## src/rtl/ort_pkg.sv

```systemverilog
// ----------------------------------------------------------------------------
// ort_pkg
// Shared widths, codes and control-word types of the ordered record table.
// ----------------------------------------------------------------------------
package ort_pkg;

    localparam int CAPACITY     = 64;
    localparam int PAYLOAD_BITS = 32;

    localparam int IDX_W   = $clog2(CAPACITY);
    localparam int CNT_W   = $clog2(CAPACITY + 1);
    localparam int KIND_W  = 2;
    localparam int POS_W   = 7;
    localparam int KEY_W   = 64;
    localparam int PAY_W   = 32;
    localparam int STAT_W  = 2;
    localparam int TOTAL_W = 7;
    localparam int CMP_W   = ((POS_W > CNT_W) ? POS_W : CNT_W) + 1;

    localparam int S_DATA_W = 104;  // position, key, payload, pad
    localparam int M_DATA_W = 104;  // key, payload, total, pad
    localparam int UPC_W    = 5;

    typedef logic [UPC_W-1:0] upc_t;

    typedef enum logic [KIND_W-1:0] {
        KIND_INSERT = 2'd0,
        KIND_DELETE = 2'd1,
        KIND_SEARCH = 2'd2,
        KIND_UNUSED = 2'd3
    } kind_t;

    typedef enum logic [STAT_W-1:0] {
        STAT_OK   = 2'd0,
        STAT_BAD  = 2'd1,
        STAT_FULL = 2'd2,
        STAT_MISS = 2'd3
    } stat_t;

    typedef enum logic [3:0] {
        OP_NONE,
        OP_PTR_CNT,
        OP_PTR_POS,
        OP_PTR_ZERO,
        OP_RD_PREV,
        OP_WR_SHUP,
        OP_RD_CUR,
        OP_WR_SHDN,
        OP_WR_NEW,
        OP_CNT_DEC,
        OP_PTR_INC
    } dp_op_t;

    typedef enum logic [2:0] {
        RES_NONE,
        RES_OK,
        RES_BAD,
        RES_FULL,
        RES_MISS,
        RES_FOUND
    } res_op_t;

    typedef enum logic [3:0] {
        COND_ALWAYS,
        COND_IN_VALID,
        COND_KIND_INS,
        COND_KIND_DEL,
        COND_KIND_SRCH,
        COND_FULL,
        COND_INS_BAD,
        COND_DEL_BAD,
        COND_INS_DONE,
        COND_SCAN_DONE,
        COND_MATCH,
        COND_OUT_FREE
    } cond_t;

    typedef struct packed {
        logic    accept;
        dp_op_t  op;
        res_op_t res;
        cond_t   cond;
        upc_t    tgt_true;
        upc_t    tgt_false;
    } ctl_word_t;

    typedef struct packed {
        logic in_valid;
        logic kind_ins;
        logic kind_del;
        logic kind_srch;
        logic full;
        logic ins_bad;
        logic del_bad;
        logic ins_done;
        logic scan_done;
        logic match;
        logic out_free;
    } dp_flags_t;

endpackage

```

## src/rtl/ort_useq.sv

```systemverilog
// ----------------------------------------------------------------------------
// ort_useq
// Microcode sequencer: program ROM, step counter and two-way conditional jump.
// ----------------------------------------------------------------------------
module ort_useq (
    input  logic              aclk,
    input  logic              aresetn,
    input  ort_pkg::dp_flags_t flags,
    output ort_pkg::ctl_word_t ctl
);
    import ort_pkg::*;

    localparam upc_t U_IDLE      = 5'd0;
    localparam upc_t U_DISP_INS  = 5'd1;
    localparam upc_t U_DISP_DEL  = 5'd2;
    localparam upc_t U_DISP_SRCH = 5'd3;
    localparam upc_t U_INS_FULL  = 5'd4;
    localparam upc_t U_INS_CHK   = 5'd5;
    localparam upc_t U_INS_LOOP  = 5'd6;
    localparam upc_t U_INS_RD    = 5'd7;
    localparam upc_t U_INS_WR    = 5'd8;
    localparam upc_t U_INS_NEW   = 5'd9;
    localparam upc_t U_DEL_CHK   = 5'd10;
    localparam upc_t U_DEL_LOOP  = 5'd11;
    localparam upc_t U_DEL_RD    = 5'd12;
    localparam upc_t U_DEL_WR    = 5'd13;
    localparam upc_t U_DEL_DEC   = 5'd14;
    localparam upc_t U_SRCH_INIT = 5'd15;
    localparam upc_t U_SRCH_LOOP = 5'd16;
    localparam upc_t U_SRCH_RD   = 5'd17;
    localparam upc_t U_SRCH_CMP  = 5'd18;
    localparam upc_t U_EM_FOUND  = 5'd19;
    localparam upc_t U_EM_OK     = 5'd20;
    localparam upc_t U_EM_MISS   = 5'd21;
    localparam upc_t U_EM_BAD    = 5'd22;
    localparam upc_t U_EM_FULL   = 5'd23;

    upc_t upc_reg;
    upc_t upc_next;
    logic cond_hit;

    function automatic ctl_word_t uw(logic acc, dp_op_t op, res_op_t res, cond_t c,
                                     upc_t t, upc_t f);
        ctl_word_t w;
        w.accept    = acc;
        w.op        = op;
        w.res       = res;
        w.cond      = c;
        w.tgt_true  = t;
        w.tgt_false = f;
        return w;
    endfunction

    function automatic ctl_word_t rom(upc_t pc);
        ctl_word_t w;
        unique case (pc)
            U_IDLE:      w = uw(1'b1, OP_NONE, RES_NONE, COND_IN_VALID, U_DISP_INS, U_IDLE);
            U_DISP_INS:  w = uw(1'b0, OP_NONE, RES_NONE, COND_KIND_INS, U_INS_FULL, U_DISP_DEL);
            U_DISP_DEL:  w = uw(1'b0, OP_NONE, RES_NONE, COND_KIND_DEL, U_DEL_CHK, U_DISP_SRCH);
            U_DISP_SRCH: w = uw(1'b0, OP_NONE, RES_NONE, COND_KIND_SRCH, U_SRCH_INIT,
                                U_EM_BAD);
            U_INS_FULL:  w = uw(1'b0, OP_NONE, RES_NONE, COND_FULL, U_EM_FULL, U_INS_CHK);
            U_INS_CHK:   w = uw(1'b0, OP_PTR_CNT, RES_NONE, COND_INS_BAD, U_EM_BAD,
                                U_INS_LOOP);
            U_INS_LOOP:  w = uw(1'b0, OP_NONE, RES_NONE, COND_INS_DONE, U_INS_NEW, U_INS_RD);
            U_INS_RD:    w = uw(1'b0, OP_RD_PREV, RES_NONE, COND_ALWAYS, U_INS_WR, U_INS_WR);
            U_INS_WR:    w = uw(1'b0, OP_WR_SHUP, RES_NONE, COND_ALWAYS, U_INS_LOOP,
                                U_INS_LOOP);
            U_INS_NEW:   w = uw(1'b0, OP_WR_NEW, RES_NONE, COND_ALWAYS, U_EM_OK, U_EM_OK);
            U_DEL_CHK:   w = uw(1'b0, OP_PTR_POS, RES_NONE, COND_DEL_BAD, U_EM_BAD,
                                U_DEL_LOOP);
            U_DEL_LOOP:  w = uw(1'b0, OP_NONE, RES_NONE, COND_SCAN_DONE, U_DEL_DEC, U_DEL_RD);
            U_DEL_RD:    w = uw(1'b0, OP_RD_CUR, RES_NONE, COND_ALWAYS, U_DEL_WR, U_DEL_WR);
            U_DEL_WR:    w = uw(1'b0, OP_WR_SHDN, RES_NONE, COND_ALWAYS, U_DEL_LOOP,
                                U_DEL_LOOP);
            U_DEL_DEC:   w = uw(1'b0, OP_CNT_DEC, RES_NONE, COND_ALWAYS, U_EM_OK, U_EM_OK);
            U_SRCH_INIT: w = uw(1'b0, OP_PTR_ZERO, RES_NONE, COND_ALWAYS, U_SRCH_LOOP,
                                U_SRCH_LOOP);
            U_SRCH_LOOP: w = uw(1'b0, OP_NONE, RES_NONE, COND_SCAN_DONE, U_EM_MISS,
                                U_SRCH_RD);
            U_SRCH_RD:   w = uw(1'b0, OP_RD_CUR, RES_NONE, COND_ALWAYS, U_SRCH_CMP,
                                U_SRCH_CMP);
            U_SRCH_CMP:  w = uw(1'b0, OP_PTR_INC, RES_NONE, COND_MATCH, U_EM_FOUND,
                                U_SRCH_LOOP);
            U_EM_FOUND:  w = uw(1'b0, OP_NONE, RES_FOUND, COND_OUT_FREE, U_IDLE, U_EM_FOUND);
            U_EM_OK:     w = uw(1'b0, OP_NONE, RES_OK, COND_OUT_FREE, U_IDLE, U_EM_OK);
            U_EM_MISS:   w = uw(1'b0, OP_NONE, RES_MISS, COND_OUT_FREE, U_IDLE, U_EM_MISS);
            U_EM_BAD:    w = uw(1'b0, OP_NONE, RES_BAD, COND_OUT_FREE, U_IDLE, U_EM_BAD);
            U_EM_FULL:   w = uw(1'b0, OP_NONE, RES_FULL, COND_OUT_FREE, U_IDLE, U_EM_FULL);
            default:     w = uw(1'b0, OP_NONE, RES_NONE, COND_ALWAYS, U_IDLE, U_IDLE);
        endcase
        return w;
    endfunction

    assign ctl = rom(upc_reg);

    always_comb begin
        unique case (ctl.cond)
            COND_ALWAYS:    cond_hit = 1'b1;
            COND_IN_VALID:  cond_hit = flags.in_valid;
            COND_KIND_INS:  cond_hit = flags.kind_ins;
            COND_KIND_DEL:  cond_hit = flags.kind_del;
            COND_KIND_SRCH: cond_hit = flags.kind_srch;
            COND_FULL:      cond_hit = flags.full;
            COND_INS_BAD:   cond_hit = flags.ins_bad;
            COND_DEL_BAD:   cond_hit = flags.del_bad;
            COND_INS_DONE:  cond_hit = flags.ins_done;
            COND_SCAN_DONE: cond_hit = flags.scan_done;
            COND_MATCH:     cond_hit = flags.match;
            COND_OUT_FREE:  cond_hit = flags.out_free;
            default:        cond_hit = 1'b1;
        endcase
        upc_next = cond_hit ? ctl.tgt_true : ctl.tgt_false;
    end

    always_ff @(posedge aclk) begin
        if (!aresetn) begin
            upc_reg <= U_IDLE;
        end else begin
            upc_reg <= upc_next;
        end
    end

endmodule

```

## config.mk

```make
export PLATFORM = sky130hd
export DESIGN_NAME = ort_useq
export DESIGN_NICKNAME = d
export VERILOG_FILES = /design/src/rtl/ort_pkg.sv /design/src/rtl/ort_useq.sv
export SDC_FILE = /design/constraint.sdc
export NUM_CORES = 1
export LEC_CHECK = 0
export ABC_CLOCK_PERIOD_IN_PS = 3500
export BUFFER_PORTS_ARGS = -buffer_cell sky130_fd_sc_hd__clkbuf_2
export CAP_MARGIN = 20
export CORE_MARGIN = 2
export CORE_UTILIZATION = 56
export DETAILED_ROUTE_END_ITERATION = 10
export GPL_ROUTABILITY_DRIVEN = 1
export PLACE_DENSITY = 0.8
export SETUP_SLACK_MARGIN = 0.5
export SYNTH_ARGS = -nofsm -noshare
export SYNTH_HDL_FRONTEND = slang
export SYNTH_SLANG_ARGS = --single-unit
```

## constraint.sdc

```tcl
create_clock -name aclk -period 3.5 [get_ports aclk]
set_input_delay 0.175 -clock aclk [delete_from_list [all_inputs] [get_ports aclk]]
set_output_delay 0.175 -clock aclk [all_outputs]
set_load 0.05 [all_outputs]
```

Yosys cells after proc, flatten, opt, wreduce, memory -nomap -nowiden
Memories as Yosys holds them, arrays and structs flattened. A register that Yosys moved wholly into a read port is not among the register bits. Index checks and enable logic that the tools add are counted. Widths: inputs -> output; s select.

Register bits after elaboration: 0. Latch bits: 0. Bits in writable memories: 0. Memory bits (read-only): 704. Input port bits: 13. Output and inout bits: 22. Logic and storage cells: 15. Memories kept: 1.

Add/sub/neg operators: 0. $mul: 0. Divide/modulo/power cells: 0. Order comparisons: 0. Eq/ne operators: 11. Shifts and indexed selects: 0. Multiplexer cells: 3. Bitwise gates (word level): 0. Reductions and logical operators: 0.

Memory list: (name not given) (depth 32, bits a word 22, read ports 1, clocked after memory_dff 1, wr ports 0, line ort_useq.sv:56) `unique case (pc)`.

Operators with widths (count): $eq 4x3->1 const B (4); $eq 4x4->1 const B (4); $pmux 1 s11 (1); $mux 5 (2); $eq 4x2->1 const B (2); $eq 4x1->1 const B (1).

Logic depth before layout (Yosys ltp)
Depth after elaboration: 4. Gate-level depth with buffers: 15. Mapped depth without buffers: 12.

Worst setup path after synthesis
Ideal clock, no wire load.

Path type: register to register. Start: register, netlist name ctl[10]. End: register, netlist name ctl[2]. Library setup time: 0.116 ns. Arrival time: 3.418 ns. Data required time: 3.384 ns. Setup slack: -0.034 ns. Stages on the path, launching flop included: 14. Path buffers: 4. Clock period less this slack: 3.534 ns. Cells stage by stage: dfxtp_1 > buf_6 > mux2_4 > a222oi_1 > and3_1 > buf_6 > buf_6 > nor2_1 > o21ai_0 > inv_1 > ha_1 > clkbuf_1 > o221a_2 > a31o_1.

Cells in the longest elaborated chain, start to end: 4. Elaborated cells on any way between the ends: 14. Those cells by class: 11 x eq/ne; 3 x mux.

RTL lines: $eq 4x4->1, or another cell as far along (line ort_useq.sv:98) `unique case (ctl.cond)`; $pmux 1 s11 (*) (line ort_useq.sv:98); $mux 5 (*) (line ort_useq.sv:113) `upc_next = cond_hit ? ctl.tgt_true : ctl.tgt_false;`; $mux 5 (no line) (*).

Every way passes the cells marked *; elsewhere a longest branch is shown, timed or not.

Worst setup path after layout
Start: register, netlist name ctl[13]. End: register, netlist name ctl[2].

Cells in the longest elaborated chain, start to end: 4. Elaborated cells on any way between the ends: 14. Those cells by class: 11 x eq/ne; 3 x mux.

RTL lines (line): $eq 4x4->1, or another cell as far along (ort_useq.sv:98); $pmux 1 s11 (*) (ort_useq.sv:98); $mux 5 (*) (ort_useq.sv:113); $mux 5 (no line) (*).

Marked as above.

==> flow_summary_export.csv <==
group,metric,value,unit
run_status,run_status,"finished clean",
global_routing,remaining_overflow_grt,0,
yosys,synth.area.mux_share,0.146,
yosys,ys.flop_type,"dfxtp_1",
setup_path,cp_max_fo,11,
global_routing,grt_pass1_wl,8940,um
yosys,synth_fa_ha_area_frac,0.0986,
clock_tree,clkSinkCount,22,
route,post_drt_wl_per_cell,17.5,um
final_layout,mostFrequentLayoutCells,"clkbuf_2, nand2_1, dfxtp_1",
sta,final_slew_violations,0,
route,drt_iter0_drc,226,
global_routing,grt_pass1_vias,1889,
final_layout,final_design_area_no_fill,2170,sq um
setup_path,crit_required,3740,ps
global_routing,grt_max_degree,30,
worst_hold_path,timing.hold.worst.start,"aresetn",
final_layout,layout-area-overhead-vs-synth,14.1,%
yosys,synth-seq-cells,22,
sta,setup_viol_count_final,0,
yosys,post_synth_and_or_nand_nor_area_fraction,0.184,
yosys,synth.net_count,266,
placed_design,detailed_place_hpwl,3840,um
route,detailedRoute.firstPassIterationCount,5,
yosys,synth_top_family_by_area,"compound AO/OA/AOI/OAI gates",
flow_run,maxCapViolations,0,
clock_tree,post_cts_hold_buffer_count,0,
sta,worst_slew_pin_slew,570,ps
yosys,edff_count_synth,0,
clock_tree,tritoncts,"yes",
route,vias,2032,
route,routed_via_density,6.51,
final_layout,final_common_cell,"clkbuf_2",
sta,layout_min_cycle_time,2890,ps
yosys,synth.distinct_cells,51,
final_layout,post_route_cells_drive_above_1_share,0.267,
sta,max_slew_margin,0.620,
placed_design,gp_routability_congestion,0.912,
sta,hold_viol_final,0,
floorplan,num_io_pins,35,
floorplan,core_region_area,3310,sq um
worst_hold_path,hold_path_depth,3,
setup_path,critPathCaptureType,"register",
setup_path,path_class,"register to register",
global_routing,grt_util_all_layers,0.287,
global_routing,initial_antenna_violation_count,0,
sta,finClkSkew,5.48,ps
setup_path,r2r-end,"ctl[2]",
route,antenna_left,0,
floorplan,start_util,0.575,
clock_tree,clk_pin_slew_worst_paths,130,ps
sta,setup_total_negative_slack,0,ps
setup_path,critPathLaunchType,"register",
setup_path,worstReg2RegStart,"ctl[13]",
yosys,netlist_instances,238,
setup_path,r2r_setup_slack,610,ps
setup_path,crit_arrival,3130,ps
final_layout,num-fill-cells,304,
worst_hold_path,holdCritPathClass,"input port to register",
yosys,synth_xor_area_frac,0.00920,
setup_path,r2r_cells,13,
sta,rsz0062_at_grt,"true",
route,route.final.wire_length,5460,um
final_layout,fin_nets,295,
floorplan,die_h,62.3,um
final_layout,post_layout_util,0.656,
final_layout,largest_register_ff_count,22,
yosys,synth_sequential_area_ratio,0.231,
sta,min_period_over_period,0.826,
clock_tree,htree_levels,1,
worst_hold_path,timing.hold.worst_endpoint,"ctl[19]",
sta,max_fclk,346,MHz
clock_tree,root_buffer_master,"clkbuf_4",
placed_design,placed_area,2080,sq um
placed_design,port-buffer-count,34,
floorplan,die_footprint,3880,sq um
final_layout,diodes,0,
yosys,post_synth_arst_share,0,
yosys,ys_warn_count,0,
yosys,synth.cell_area,1900,sq um
yosys,synth_compound_gate_area_share,0.248,
floorplan,dieWidth,62.3,um
yosys,syn-mean-instance-area,8.00,sq um
clock_tree,clock_tree.buffer_depth,2,
clock_tree,cts_buffers,3,
clock_tree,clk-insertion-delay-late,330,ps
floorplan,core.rowCount,21,
route,drcViolationCount,0,
==> stage by stage <==
stage	std cells	setup WS, ps	hold WS, ps
after global placement	305	593	670
after detailed placement	305	476	673
after global routing	312	443	492
after CTS	309	538	434
after floorplan	238	477	479
final	312	607	466
==> timing repair <==
item,in CTS,in global routing
pin swaps,0,2
setup endpoints to repair,1,14
resized for setup,1,5
buffers inserted,0,3
cloned,0,0
==> worst max-delay path by stage <==
stage,start,to,slack [ps],cells past startpoint
after floorplan,ctl[10],ctl[2],480,11
after global placement,ctl[10],ctl[8],590,11
after detailed placement,ctl[10],ctl[8],480,11
after CTS,ctl[10],ctl[8],540,11
after global routing,ctl[13],ctl[11],440,13
final,ctl[13],ctl[2],610,13
==> worst max-delay path: stages (launching register included) <==
cell and delay, ps:
dfxtp_4 370, inv_1 50, ha_1 180, nor2b_1 130, a222oi_1 340, buf_4 180, nand3_1 80, mux2_2 270
nand2_4 110, inv_1 240, ha_1 300, nand2_1 100, o221a_2 270, a31o_1 180
==> area by class of cell <==
cell class                      instances  area [sq um]  area share
Clock buffer                            4          47.5      0.0219
Inverter                               14          52.6      0.0242
Multi-Input combinational cell        184          1340       0.615
Sequential cell                        22           449       0.207
Tap cell                               46          57.6      0.0265
Timing Repair Buffer                   42           230       0.106
==> kinds of logic after synthesis <==
logic type      count (synthesis)
compound gates                 68
xor+xnor                        2
fa+ha+maj                      15
buf+inv                        32
flops                          22
mux                            24
simple gates                   75
==> cells in the mapped netlist (all sizes together) (2+ instances only) <==
cell type,count,area share
a31oi,4,0.013
a211oi,2,0.0079
o2111ai,4,0.018
o21ai,19,0.050
nor2,9,0.018
o22ai,3,0.0099
o2bb2ai,2,0.0092
inv,14,0.028
o221ai,3,0.014
and3,3,0.0099
or3,3,0.0099
nand3,12,0.032
nand2b,2,0.0066
buf,5,0.030
a22oi,4,0.016
dfxtp,22,0.23
a21oi,9,0.024
mux2i,12,0.065
nor3,4,0.011
nor4,2,0.0066
or2,2,0.0066
nor2b,3,0.0099
xor2,2,0.0092
mux2,11,0.069
nand2,32,0.063
clkbuf,13,0.026
o211a,2,0.011
a31o,2,0.0092
a211o,3,0.014
ha,15,0.099
==> layer usage <==
layer / part of all wire / vias up / track usage
met5: 0 / - / 0
met4: 0.021 / 0 / 0.119
met3: 0.087 / 12 / 0.0562
met2: 0.47 / 127 / 0.471
met1: 0.42 / 961 / 0.370
li1: - / 932 / -
Power is not shown: default switching activity piles up to over one toggle a cycle in this logic, so the estimate is an artifact.
